==> src/hw/rtl/keypad_debounce_event_engine_macros.svh <==
// ---------------------------------------------------------------------------
// Keypad debounce event engine assertion macros
// Shared concurrent assertion forms, clocked on clock, quiet during reset.
// ---------------------------------------------------------------------------
`ifndef KEYPAD_DEBOUNCE_EVENT_ENGINE_MACROS_SVH
`define KEYPAD_DEBOUNCE_EVENT_ENGINE_MACROS_SVH

// condition holds at every edge
`define KDE_ASSERT_ALWAYS(lbl, cond, msg) \
   lbl: assert property (@(posedge clock) disable iff (reset) (cond)) else $error(msg);

// antecedent at one edge implies consequent at the next
`define KDE_ASSERT_NEXT(lbl, ante, cons, msg) \
   lbl: assert property (@(posedge clock) disable iff (reset) (ante) |=> (cons)) else $error(msg);

`endif

==> src/hw/rtl/kde_pkg.sv <==
// ---------------------------------------------------------------------------
// Keypad debounce event engine package
// Payload types, register indexes, stage codes and default sizes.
// ---------------------------------------------------------------------------
package kde_pkg;

   localparam int KDE_NUM_KEYS        = 4;
   localparam int KDE_NUM_GROUPS      = 4;
   localparam int KDE_HOLD_COUNT_BITS = 16;

   localparam int CSR_INDEX_BITS = 3;
   localparam int CSR_DATA_BITS  = 16;

   localparam logic [CSR_INDEX_BITS-1:0] CSR_KEY_MODES      = 3'd0;
   localparam logic [CSR_INDEX_BITS-1:0] CSR_KEY_GROUPS     = 3'd1;
   localparam logic [CSR_INDEX_BITS-1:0] CSR_DEBOUNCE_TICKS = 3'd2;
   localparam logic [CSR_INDEX_BITS-1:0] CSR_REPEAT_START   = 3'd3;
   localparam logic [CSR_INDEX_BITS-1:0] CSR_REPEAT_PERIOD  = 3'd4;
   localparam logic [CSR_INDEX_BITS-1:0] CSR_LONG_PRESS     = 3'd5;

   localparam logic [7:0]  DEBOUNCE_TICKS_RESET = 8'd5;
   localparam logic [15:0] REPEAT_START_RESET   = 16'd100;
   localparam logic [15:0] REPEAT_PERIOD_RESET  = 16'(50 / 5);
   localparam logic [15:0] LONG_PRESS_RESET     = 16'd200;

   // debounce stages
   localparam logic [1:0] DB_IDLE     = 2'd0;
   localparam logic [1:0] DB_PRESSING = 2'd1;
   localparam logic [1:0] DB_HELD     = 2'd2;
   localparam logic [1:0] DB_RELEASE  = 2'd3;

   // event stages
   localparam logic [3:0] ST_START        = 4'd0;
   localparam logic [3:0] ST_WAIT_RELEASE = 4'd1;
   localparam logic [3:0] ST_WAIT_READ    = 4'd2;
   localparam logic [3:0] ST_LONG         = 4'd3;
   localparam logic [3:0] ST_ON_RELEASE   = 4'd4;
   localparam logic [3:0] ST_REP_START    = 4'd5;
   localparam logic [3:0] ST_REP_ARM      = 4'd6;
   localparam logic [3:0] ST_REP_WAIT     = 4'd7;
   localparam logic [3:0] ST_END          = 4'd8;

   typedef struct packed {
      logic [3:0] key_pins;
      logic [3:0] read_ack;
   } req_type;

   typedef struct packed {
      logic [3:0] ready_mask;
      logic [3:0] pressed_mask;
      logic [3:0] long_press_mask;
      logic [3:0] busy_mask;
   } rsp_type;

   typedef struct packed {
      logic [7:0]  debounce_ticks;
      logic [15:0] repeat_start_ticks;
      logic [15:0] repeat_period_ticks;
      logic [15:0] long_press_ticks;
   } timing_type;

   typedef struct packed {
      logic ready;
      logic pressed;
      logic long_press;
      logic busy;
   } key_status_type;

endpackage

==> src/hw/rtl/kde_key_lane.sv <==
// ---------------------------------------------------------------------------
// Keypad key lane
// Debounce and event machine of one key; passes the group lock vector on.
// ---------------------------------------------------------------------------
module kde_key_lane
   import kde_pkg::*;
#(
   parameter int NUM_GROUPS      = KDE_NUM_GROUPS,
   parameter int HOLD_COUNT_BITS = KDE_HOLD_COUNT_BITS,
   localparam int GW = (NUM_GROUPS > 1) ? $clog2(NUM_GROUPS) : 1
) (
   input  logic                  clock,
   input  logic                  reset,
   input  logic                  advance,
   input  logic                  pressed_raw,
   input  logic                  ack,
   input  logic [3:0]            mode,
   input  logic [GW-1:0]         group,
   input  timing_type            timing,
   input  logic [NUM_GROUPS-1:0] lock_in,
   output logic [NUM_GROUPS-1:0] lock_out,
   output key_status_type        status
);

   logic [1:0]                 db_stage_ff, db_stage_in;
   logic [7:0]                 db_count_ff, db_count_in;
   logic                       stable_ff, stable_in;
   logic [3:0]                 stage_ff, stage_in;
   logic [HOLD_COUNT_BITS-1:0] hold_ff, hold_in;
   logic                       ready_ff, ready_in;
   logic                       after_ff, after_in;
   logic                       owner_ff, owner_in;
   logic                       busy_ff, busy_in;

   always_comb begin
      logic [7:0] dc;
      logic       rep;
      logic       grouped;
      dc = db_count_ff;
      db_stage_in = db_stage_ff;
      db_count_in = db_count_ff;
      stable_in = stable_ff;
      case (db_stage_ff)
         DB_IDLE: begin
            if (pressed_raw) db_stage_in = DB_PRESSING;
         end
         DB_PRESSING, DB_RELEASE: begin
            if (dc != 8'hFF) dc = dc + 8'd1;
            db_count_in = dc;
            if (dc >= timing.debounce_ticks) begin
               db_count_in = 8'd0;
               if (db_stage_ff == DB_PRESSING) begin
                  if (pressed_raw) begin
                     stable_in = 1'b1;
                     db_stage_in = DB_HELD;
                  end else begin
                     db_stage_in = DB_IDLE;
                  end
               end else begin
                  if (pressed_raw) begin
                     db_stage_in = DB_HELD;
                  end else begin
                     stable_in = 1'b0;
                     db_stage_in = DB_IDLE;
                  end
               end
            end
         end
         default: begin
            if (!pressed_raw) db_stage_in = DB_RELEASE;
         end
      endcase

      rep = mode[3];
      grouped = (group != '0);
      lock_out = lock_in;
      stage_in = stage_ff;
      hold_in = hold_ff;
      ready_in = ready_ff & ~ack;
      after_in = after_ff;
      owner_in = owner_ff;
      busy_in = busy_ff;

      if (stage_in == ST_START && stable_in && mode[2:0] != 3'd0) begin
         if (!(grouped && lock_in[group] && !owner_ff)) begin
            if (mode[0]) begin
               ready_in = 1'b1;
               stage_in = rep ? ST_REP_START : ST_WAIT_RELEASE;
            end else if (mode[1]) begin
               stage_in = ST_ON_RELEASE;
            end else begin
               stage_in = ST_LONG;
            end
            busy_in = 1'b1;
            if (grouped) begin
               lock_out[group] = 1'b1;
               owner_in = 1'b1;
            end
         end
      end
      if ((stage_in == ST_REP_START || stage_in == ST_REP_ARM || stage_in == ST_REP_WAIT)
          && !stable_in) begin
         hold_in = '0;
         stage_in = ST_WAIT_READ;
      end
      if (stage_in == ST_REP_START) begin
         if (hold_in != '1) hold_in = hold_in + 1'b1;
         if (32'(hold_in) >= 32'(timing.repeat_start_ticks)) begin
            hold_in = '0;
            stage_in = ST_REP_ARM;
         end
      end
      if (stage_in == ST_REP_ARM && !ready_in) begin
         ready_in = 1'b1;
         stage_in = ST_REP_WAIT;
      end
      if (stage_in == ST_REP_WAIT) begin
         if (hold_in != '1) hold_in = hold_in + 1'b1;
         if (32'(hold_in) >= 32'(timing.repeat_period_ticks)) begin
            hold_in = '0;
            stage_in = ST_REP_ARM;
         end
      end
      if (stage_in == ST_ON_RELEASE && !stable_in) begin
         ready_in = 1'b1;
         stage_in = ST_WAIT_READ;
      end
      if (stage_in == ST_LONG) begin
         if (hold_in != '1) hold_in = hold_in + 1'b1;
         if (!stable_in && 32'(hold_in) <= 32'(timing.long_press_ticks)) begin
            hold_in = '0;
            ready_in = 1'b1;
            after_in = 1'b0;
            stage_in = ST_WAIT_READ;
         end
         if (32'(hold_in) > 32'(timing.long_press_ticks)) begin
            hold_in = '0;
            ready_in = 1'b1;
            after_in = 1'b1;
            stage_in = rep ? ST_REP_WAIT : ST_WAIT_RELEASE;
         end
      end
      if (stage_in == ST_WAIT_RELEASE && !stable_in) stage_in = ST_WAIT_READ;
      if (stage_in == ST_WAIT_READ && !ready_in) stage_in = ST_END;
      if (stage_in == ST_END) begin
         if (grouped) begin
            lock_out[group] = 1'b0;
            owner_in = 1'b0;
         end
         stage_in = ST_START;
         busy_in = 1'b0;
      end
   end

   always_ff @(posedge clock) begin
      if (reset) begin
         db_stage_ff <= DB_IDLE;
         db_count_ff <= 8'd0;
         stable_ff <= 1'b0;
         stage_ff <= ST_START;
         hold_ff <= '0;
         ready_ff <= 1'b0;
         after_ff <= 1'b0;
         owner_ff <= 1'b0;
         busy_ff <= 1'b0;
      end else if (advance) begin
         db_stage_ff <= db_stage_in;
         db_count_ff <= db_count_in;
         stable_ff <= stable_in;
         stage_ff <= stage_in;
         hold_ff <= hold_in;
         ready_ff <= ready_in;
         after_ff <= after_in;
         owner_ff <= owner_in;
         busy_ff <= busy_in;
      end
   end

   assign status.ready = ready_ff;
   assign status.pressed = stable_ff;
   assign status.long_press = after_ff;
   assign status.busy = busy_ff;

`include "keypad_debounce_event_engine_macros.svh"

   `KDE_ASSERT_ALWAYS(a_busy_matches_stage, busy_ff == (stage_ff != ST_START), "busy mismatch")
   `KDE_ASSERT_ALWAYS(a_held_pressed, db_stage_ff != DB_HELD || stable_ff, "held not pressed")
   `KDE_ASSERT_ALWAYS(a_idle_released, db_stage_ff != DB_IDLE || !stable_ff, "idle pressed")

endmodule

==> src/hw/rtl/keypad_debounce_event_engine.sv <==
// ---------------------------------------------------------------------------
// Keypad debounce event engine
// Four-key debounce with press, release, long-press and autorepeat events.
// ---------------------------------------------------------------------------
// One item is one tick and yields one result item. Ticks are taken one per
// cycle, back to back: all key lanes work side by side and
// the group lock vector ripples through the lanes in key order, so a lower
// key wins group contention. The result is read straight from the lane state
// registers, which hold while it waits; a new item is taken whenever no
// result is waiting or the waiting one is being drained.
module keypad_debounce_event_engine
   import kde_pkg::*;
#(
   parameter int NUM_KEYS        = KDE_NUM_KEYS,
   parameter int NUM_GROUPS      = KDE_NUM_GROUPS,
   parameter int HOLD_COUNT_BITS = KDE_HOLD_COUNT_BITS
) (
   input  logic                      clock,
   input  logic                      reset,
   input  logic                      req_valid,
   output logic                      req_ready,
   input  req_type                   req_data,
   output logic                      rsp_valid,
   input  logic                      rsp_ready,
   output rsp_type                   rsp_data,
   input  logic                      csr_we,
   input  logic [CSR_INDEX_BITS-1:0] csr_index,
   input  logic [CSR_DATA_BITS-1:0]  csr_wdata
);

   localparam int GW = (NUM_GROUPS > 1) ? $clog2(NUM_GROUPS) : 1;

   logic [15:0]           modes_ff;
   logic [7:0]            groups_ff;
   timing_type            timing_ff;
   logic [NUM_GROUPS-1:0] locked_ff;
   logic                  rsp_valid_ff;
   logic                  advance;

   logic [NUM_GROUPS-1:0] lock_chain [NUM_KEYS+1];
   key_status_type        status [NUM_KEYS];

   assign req_ready = !rsp_valid_ff || rsp_ready;
   assign advance = req_valid && req_ready;
   assign lock_chain[0] = locked_ff;

   always_ff @(posedge clock) begin
      if (reset) begin
         modes_ff <= 16'd0;
         groups_ff <= 8'd0;
         timing_ff.debounce_ticks <= DEBOUNCE_TICKS_RESET;
         timing_ff.repeat_start_ticks <= REPEAT_START_RESET;
         timing_ff.repeat_period_ticks <= REPEAT_PERIOD_RESET;
         timing_ff.long_press_ticks <= LONG_PRESS_RESET;
      end else if (csr_we) begin
         case (csr_index)
            CSR_KEY_MODES:      modes_ff <= csr_wdata;
            CSR_KEY_GROUPS:     groups_ff <= csr_wdata[7:0];
            CSR_DEBOUNCE_TICKS: timing_ff.debounce_ticks <= csr_wdata[7:0];
            CSR_REPEAT_START:   timing_ff.repeat_start_ticks <= csr_wdata;
            CSR_REPEAT_PERIOD:  timing_ff.repeat_period_ticks <= csr_wdata;
            CSR_LONG_PRESS:     timing_ff.long_press_ticks <= csr_wdata;
            default: ;
         endcase
      end
   end

   for (genvar k = 0; k < NUM_KEYS; k++) begin : g_lane
      logic [3:0]    mode;
      logic [1:0]    grp_raw;
      logic [GW-1:0] grp;
      logic          pin_pressed;
      logic          ack;
      if (k < 4) begin : g_wired
         assign mode = modes_ff[4*k +: 4];
         assign grp_raw = groups_ff[2*k +: 2];
         assign pin_pressed = !req_data.key_pins[k];
         assign ack = req_data.read_ack[k];
      end else begin : g_unwired
         assign mode = 4'd0;
         assign grp_raw = 2'd0;
         assign pin_pressed = 1'b0;
         assign ack = 1'b0;
      end
      // out-of-range group numbers act as ungrouped
      assign grp = (int'(grp_raw) < NUM_GROUPS) ? GW'(grp_raw) : '0;

      kde_key_lane #(
         .NUM_GROUPS      (NUM_GROUPS),
         .HOLD_COUNT_BITS (HOLD_COUNT_BITS)
      ) u_lane (
         .clock       (clock),
         .reset       (reset),
         .advance     (advance),
         .pressed_raw (pin_pressed),
         .ack         (ack),
         .mode        (mode),
         .group       (grp),
         .timing      (timing_ff),
         .lock_in     (lock_chain[k]),
         .lock_out    (lock_chain[k+1]),
         .status      (status[k])
      );
   end

   always_ff @(posedge clock) begin
      if (reset) begin
         locked_ff <= '0;
         rsp_valid_ff <= 1'b0;
      end else begin
         if (advance) locked_ff <= lock_chain[NUM_KEYS];
         if (advance) rsp_valid_ff <= 1'b1;
         else if (rsp_ready) rsp_valid_ff <= 1'b0;
      end
   end

   // lane state holds the values after the last accepted tick
   always_comb begin
      rsp_data = '0;
      for (int k = 0; k < NUM_KEYS && k < 4; k++) begin
         rsp_data.ready_mask[k] = status[k].ready;
         rsp_data.pressed_mask[k] = status[k].pressed;
         rsp_data.long_press_mask[k] = status[k].long_press;
         rsp_data.busy_mask[k] = status[k].busy;
      end
   end

   assign rsp_valid = rsp_valid_ff;

`include "keypad_debounce_event_engine_macros.svh"

   `KDE_ASSERT_NEXT(a_accept_gives_result, advance, rsp_valid_ff, "result missing")
   `KDE_ASSERT_NEXT(a_hold_result, rsp_valid_ff && !rsp_ready, rsp_valid_ff, "result dropped")
   `KDE_ASSERT_ALWAYS(a_group0_free, !locked_ff[0], "group zero locked")

endmodule

==> config.mk <==
export PLATFORM = sky130hd
export DESIGN_NAME = keypad_debounce_event_engine
export DESIGN_NICKNAME = d
export VERILOG_FILES = /design/src/hw/rtl/kde_pkg.sv /design/src/hw/rtl/kde_key_lane.sv /design/src/hw/rtl/keypad_debounce_event_engine.sv
export VERILOG_INCLUDE_DIRS = /design/src /design/src/hw/rtl
export SDC_FILE = /design/constraint.sdc
export NUM_CORES = 1
export LEC_CHECK = 0
export BUFFER_PORTS_ARGS = -buffer_cell sky130_fd_sc_hd__clkbuf_2
export CAP_MARGIN = 5
export CORE_UTILIZATION = 40
export DETAILED_ROUTE_END_ITERATION = 8
export GPL_ROUTABILITY_DRIVEN = 0
export SLEW_MARGIN = 10
export SYNTH_ARGS = -nofsm -noshare
export SYNTH_HDL_FRONTEND = slang
export SYNTH_SLANG_ARGS = --single-unit
export TNS_END_PERCENT = 1
==> constraint.sdc <==
create_clock -name clock -period 75.8 [get_ports clock]
set_input_delay 7.58 -clock clock [delete_from_list [all_inputs] [get_ports clock]]
set_output_delay 7.58 -clock clock [all_outputs]
set_load 0.02 [all_outputs]
* Word level (Yosys, flattened, before mapping)
Cells that the tools add are included.
Cells by class: add/sub/neg operators 16, magnitude comparators 28, eq/ne operators 85, muxes and demuxes 298, bitwise logic cells 20, reduce and logical (&&, ||, !) cells 127
Operator list (number):
- 16-bit two-way mux | 60
- 4-bit two-way mux | 84
- 16-bit by 1-bit adder with 16-bit output, second input constant | 12
- 16-bit != test, second input constant | 12
- 16-bit >= comparator | 8
- 4-bit by 3-bit equality test with 1-bit output, second input constant | 28
- 1-bit two-way mux | 102
- 8-bit two-way mux | 12
- 16-bit greater-than comparator | 4
- 16-bit <= comparator | 4
- 1-bit logical AND | 45
- 3-bit two-way mux | 12
- 8-bit by 1-bit adder with 8-bit output, second input constant | 4
- 4-bit by 2-bit equality test with 1-bit output, second input constant | 8
- 8-bit >= comparator | 4
- 2-bit two-way mux | 16
- 8-bit != test, second input constant | 4
- 2-bit nonzero test | 13
- 3-bit AND reduction | 8
- 3-bit nonzero test | 8
- 2-bit AND reduction | 10
- 1-bit zero test | 17
- 4-bit AND | 4
- 4-bit by 1-bit equality test with 1-bit output, second input constant | 4
- other kinds (23) | 91
Word-level totals: bits in registers 225, input bits 32, output and inout port bits 18, word-level logic and storage cells 618

* Longest topological paths before layout
depth in word-level cells 184, gate-level depth with buffers 333, mapped depth without buffers 316

* Modules after synthesis
A second synthesis with hierarchy kept.
Unflattened totals: cell total of the unflattened synthesis 4312, area total of the unflattened synthesis 30734.5 um^2
By module, submodules not included:
- kde_key_lane at g_lane[0].u_lane ... | instances 2, cells each 988, area an instance 6894.1 um^2, sequential area each 700.7 um^2
- kde_key_lane at g_lane[3].u_lane | instances 1, cells each 1003, area an instance 6964.2 um^2, sequential area each 700.7 um^2
- kde_key_lane at g_lane[1].u_lane | instances 1, cells each 965, area an instance 6801.5 um^2, sequential area each 700.7 um^2
- keypad_debounce_event_engine | instances 1, cells each 368, area an instance 3180.6 um^2, sequential area each 1701.6 um^2

* Worst setup path before layout
OpenSTA, ideal clock, no wires.
path type input to register, start input req_data[4] in the netlist's numbering, end register g_lane[3].u_lane.hold_ff[6], library setup time 0.058 ns, arrival time 62.512 ns, required time 75.742 ns, setup slack 13.230 ns, cell stages on the path 316, path buffers 17, cell sequence nand2_1 o21ai_0 a221o_1 nor3_1 buf_4 nor2_1 nand3_1 clkbuf_1 and2_1 clkbuf_1 ha_1 nand3_1 nor4_1 nand2_1 nand4_1 nor2_1 xnor2_1 nor2_1 [280 not listed] o21ai_0 nand2b_1 a21oi_1 nor2b_1 o21ai_0 nand2b_1 a21oi_1 nor2b_1 o21ai_0 nand2_1 a21oi_1 nor2b_1 o22ai_1 o21ai_1 nor4_1 nand4_1 o31ai_1 a211o_1
Between the ends: cells in the longest elaborated chain, start to end 157, elaborated cells between the ends (all ways) 282, classes of those cells add/sub: 12; order compare: 16; eq/ne: 53; mux: 150; bitwise: 5; reduce/logical: 46
Ends and longest elaborated chain:
- start, declared | RTL line keypad_debounce_event_engine.sv:22 | input req_type req_data,
- 1-bit two-way mux, on equally long branches | RTL line kde_key_lane.sv:60, kde_key_lane.sv:53
- 1-bit two-way mux * | RTL line kde_key_lane.sv:52 | if (db_stage_ff == DB_PRESSING) begin
- 1-bit two-way mux * | RTL line kde_key_lane.sv:50 | if (dc >= timing.debounce_ticks) begin
- 1-bit two-way mux * | RTL line kde_key_lane.sv:43 | case (db_stage_ff)
- 1-bit logical AND (2 in a row) | RTL line kde_key_lane.sv:84 | if (stage_in == ST_START && stable_in && mode[2:0] != 3'd0) begin
- 4-bit two-way mux | RTL line kde_key_lane.sv:84
- 4-bit by 3-bit equality test with 1-bit output | RTL line kde_key_lane.sv:101 | if ((stage_in == ST_REP_START || stage_in == ST_REP_ARM || stage_in == ST_REP_WAIT)
- 1-bit logical OR (2 in a row) | RTL line kde_key_lane.sv:101
- [139 not listed]
- 16-bit two-way mux | RTL line kde_key_lane.sv:128 | if (stage_in == ST_LONG) begin
- 16-bit <= comparator | RTL line kde_key_lane.sv:130 | if (!stable_in && 32'(hold_in) <= 32'(timing.long_press_ticks)) begin
- 1-bit logical AND | RTL line kde_key_lane.sv:130
- 16-bit two-way mux | RTL line kde_key_lane.sv:130
- 16-bit two-way mux | RTL line kde_key_lane.sv:128
- 16-bit greater-than comparator | RTL line kde_key_lane.sv:136 | if (32'(hold_in) > 32'(timing.long_press_ticks)) begin
- 16-bit two-way mux | RTL line kde_key_lane.sv:136
- 16-bit two-way mux * | RTL line kde_key_lane.sv:128
- end signal, assigned | RTL line kde_key_lane.sv:171 | hold_ff <= hold_in;
- end, declared | RTL line kde_key_lane.sv:29 | logic [HOLD_COUNT_BITS-1:0] hold_ff, hold_in;
Mark *: on every way between the ends. The rest lies on a longest branch, timed or not. The select of a mux whose other input is x is not followed. A chain may end at the register's enable or synchronous reset.

* Worst setup path in the final report
start input req_data[4] in the netlist's numbering, end register locked_ff[3]
Between the ends: cells in the longest elaborated chain, start to end 165, elaborated cells between the ends (all ways) 303, classes of those cells add/sub: 12; order compare: 16; eq/ne: 56; mux: 163; bitwise: 7; reduce/logical: 49
Ends and longest elaborated chain:
- 1-bit two-way mux, on equally long branches | RTL line kde_key_lane.sv:60, kde_key_lane.sv:53
- 1-bit two-way mux * | RTL line kde_key_lane.sv:52
- 1-bit two-way mux * | RTL line kde_key_lane.sv:50
- 1-bit two-way mux * | RTL line kde_key_lane.sv:43
- 1-bit logical AND (2 in a row) | RTL line kde_key_lane.sv:84
- 4-bit two-way mux | RTL line kde_key_lane.sv:84
- 4-bit by 3-bit equality test with 1-bit output | RTL line kde_key_lane.sv:101
- 1-bit logical OR (2 in a row) | RTL line kde_key_lane.sv:101
- [147 not listed]
- 4-bit by 1-bit equality test with 1-bit output | RTL line kde_key_lane.sv:143 | if (stage_in == ST_WAIT_RELEASE && !stable_in) stage_in = ST_WAIT_READ;
- 1-bit logical AND | RTL line kde_key_lane.sv:143
- 4-bit two-way mux | RTL line kde_key_lane.sv:143
- 4-bit by 2-bit equality test with 1-bit output | RTL line kde_key_lane.sv:144 | if (stage_in == ST_WAIT_READ && !ready_in) stage_in = ST_END;
- 1-bit logical AND | RTL line kde_key_lane.sv:144
- 4-bit two-way mux | RTL line kde_key_lane.sv:144
- 4-bit equality test | RTL line kde_key_lane.sv:145 | if (stage_in == ST_END) begin
- 4-bit two-way mux * | RTL line kde_key_lane.sv:145
- end signal, assigned | RTL line keypad_debounce_event_engine.sv:111 | if (advance) locked_ff <= lock_chain[NUM_KEYS];
- end, declared | RTL line keypad_debounce_event_engine.sv:36 | logic [NUM_GROUPS-1:0] locked_ff;
Marked as above.

==> reports/results.txt <==
multiplexer share of the synthesized area - 2.18%
min cycle time layout - 70.76 ns
critical path endpoint - locked_ff[3]
xor and xnor area share after synthesis - 4.50%
Root Driver - clkbuf_16
reg-to-reg endpoint - locked_ff[3]
Ys Warns - 0
first-pass GRT wire length - 158 mm
Starting Density - 40.4%
setup tns final - 0 ns
status - completed
max_slew headroom - 33.2%
routed vias - 29221
leakage - 11.6 nW
area of the multi-input gates - 21400 µm²
RSZ-0062 raised after global routing - false
top post-synthesis cells by area - dfxtp_1 17%, ha_1 14%, a21oi_1 6.1%, nand2_1 5.9%, nor2_1 5.3%
Tot GR Track Use - 29.5%
count of final hold-check violations - 0
Finished Layout Cells - 4614
max-slew violations - 0
EDFF count, synth - 0
slowest stage delay, CP - 0.80 ns
Critical Path AT - 71.19 ns
Worst-Skew Late Latency - 0.63 ns
ys flop type - dfxtp_1
final WL - 104 mm
routed len/inst - 22.6 µm
Crit path required time - 76.24 ns
final hold slack - 0.453 ns
number of synthesized register bits - 224
most common cell in the netlist - nand2_1
# fillers - 6982
DRT iter0 DRCs - 3162
Die W - 262 µm
CP Launch Point - req_data[4]
row cnt - 95
Synth cell types - 115
post-synthesis compound-gate area fraction - 29.4%
Peak Freq - 14.1 MHz
Worst-path clk slew - 0.06 ns
clk_skew - 0.0496 ns
CTS tree - yes
drt first pass iters - 6
post-synth top area cell - dfxtp_1
fin crit share - 93.3%
element type at the critical path end - flip-flop
FF-to-FF setup slack - 9.85 ns
fin nets - 4054
Placed Cells incl. Taps - 4553
antenna viol nets, final - 0
share of layout cells above drive strength 1 - 7.75%
Post-Syn Instances - 3768
vias per inst - 6.33
number of buffers created by CTS - 30
post-synth top area share - 16.6%
port bufs - 49
register area - 4480 µm²
Setup violations, final - 0
number of remaining DRC errors - 0
Die Span Y - 262 µm
Post-Layout Inst Area - 29100 µm²
Reg-to-Reg Start - g_lane[0].u_lane.db_count_ff[0]
Overflow after GRT - 0
# clock sinks - 224
worst-path fanout max - 18
VDD IR max - 0.0173 mV
H-tree depth - 1
Post-synth top cells - 426 x nand2_1, 380 x nor2_1, 332 x a21oi_1
P&R area growth vs syn - 7.51%
maximum buffer depth of the clock tree - 3
reg2reg path depth - 311
register area share after synthesis - 16.6%
Hold/Removal Path Class - reg -> reg
Setup CP Type - in -> reg
Design Power - 443 µW
Post-Synth Adder-Cell Area - 14.1%
ANT cells - 0
Pwr Density - 15.2 nW/µm²
post-DP HPWL - 79.4 mm
vias in the first global route - 26553
Mapped Nets - 4104
initial antenna violation count - 1
# IOs - 50
area of the die - 68700 µm²
largest net degree at the start of global routing - 80
Post-Syn Area - 27100 µm²
Synth Area in Simple Gates - 28.6%
maxcap violations - 0
placeable core area - 67000 µm²
slowest CP cell - or4_1
placed cell areas - 28000 µm²
largest family of logic cells by synthesized area - compound AO/OA/AOI/OAI gates
Slew @ Worst Pin - 1.00 ns
asr flop ratio synth - 0%
Syn Area/Cell - 7.18 µm²
startpoint types - input port
==> where the power goes <==
| part | switching, mW | internal, mW |
|---|---|---|
| combinational | 0.105 | 0.0615 |
| sequential | 0.00896 | 0.123 |
| clock | 0.0609 | 0.0838 |
==> layout by cell type (no fill, tap or decap), drive strengths merged, types with 23 or more instances in the layout <==
master  instances
nand3         153
a22o           23
a21oi         338
dfxtp         224
a211oi         72
o22ai          25
nand2         428
nor4           33
mux2i          35
nor2          381
o21ai         172
nand2b         61
nor3          122
o21a           49
clkbuf         88
or2            26
and3           61
buf            48
xor2           42
and2           71
a22oi          28
nand4          75
or3            31
ha            304
xnor2          97
nor2b          79
a221oi         24
a31oi          46
a21o          103
o211ai         28
inv           134
==> repair_timing <==
action / in CTS / in global routing
setup buffers: 0 / 6
setup endpoints to repair: 0 / 27
hold buffers: 0 / 0
resized for setup: 0 / 18
==> final cells by class <==
class / count / area share (%)
multi-input cells: 3232 / 73.6
well taps: 873 / 3.75
inverters: 134 / 1.73
clock inverters: 15 / 0.580
clock buffers: 40 / 2.85
flip-flops and latches: 224 / 15.4
repair buffers: 96 / 2.08
==> worst max-delay path, delay by kind of cell <==
family / cells / cell delay (ns)
AO/OA/AOI/OAI: 144 / 29.46
AND/OR/NAND/NOR: 118 / 23.20
adder cells (fa/ha/maj): 22 / 6.04
multiplexers: 5 / 1.75
buffers and inverters: 10 / 1.69
XOR/XNOR: 7 / 1.36
==> state kept, by name, summed over array words and instances, names as in the netlist, named ones only <==
signal and count:
locked_ff 3, g_lane.u_lane.stable_ff 4, g_lane.u_lane.owner_ff 1, g_lane.u_lane.hold_ff 64
g_lane.u_lane.busy_ff 4, g_lane.u_lane.db_stage_ff 4, timing_ff 56, rsp_valid 1
modes_ff 16, g_lane.u_lane.ready_ff 4, g_lane.u_lane.after_ff 4, g_lane.u_lane.db_count_ff 32
g_lane.u_lane.stage_ff 16, groups_ff 8
==> routing by layer <==
layer	global-route usage, %	up-vias	wire [µm]
li1	-	13878	-
met3	5.86	302	9350
met2	44.4	1413	43700
met5	1.11	-	121
met4	15.9	4	6460
met1	39.2	13624	44900
==> per-stage QoR <==
step	utilization, %	setup WS (ns)
6_report	43.4	5.04
5_1_grt	43.4	0.133
4_1_cts	43.2	3.24
3_5_place_dp	41.7	2.78
3_3_place_gp	41.7	4.68
2_1_floorplan	-	13.23
==> worst min-delay path by stage <==
stage | from | endpoint | depth (start not counted)
floorplan | g_lane[0].u_lane.db_count_ff[6] | g_lane[0].u_lane.db_count_ff[6] | 2
global placement | timing_ff[5] | timing_ff[5] | 2
detailed placement | g_lane[0].u_lane.db_count_ff[6] | g_lane[0].u_lane.db_count_ff[6] | 2
CTS | g_lane[0].u_lane.db_count_ff[6] | g_lane[0].u_lane.db_count_ff[6] | 2
global route | timing_ff[42] | timing_ff[42] | 2
finish | g_lane[0].u_lane.db_count_ff[6] | g_lane[0].u_lane.db_count_ff[6] | 2
==> logic make-up (layout without fill, tap and decap cells) <==
family	after synthesis	count (layout)
and+or+nand+nor	1577	1577
xor gates and xnor gates	139	139
buffers and inverters	312	285
AOI/OAI and AO/OA	1156	1156
muxes	56	56
DFF	224	224
adders and majority gates	304	304
Power figures use the tool's default switching activity.
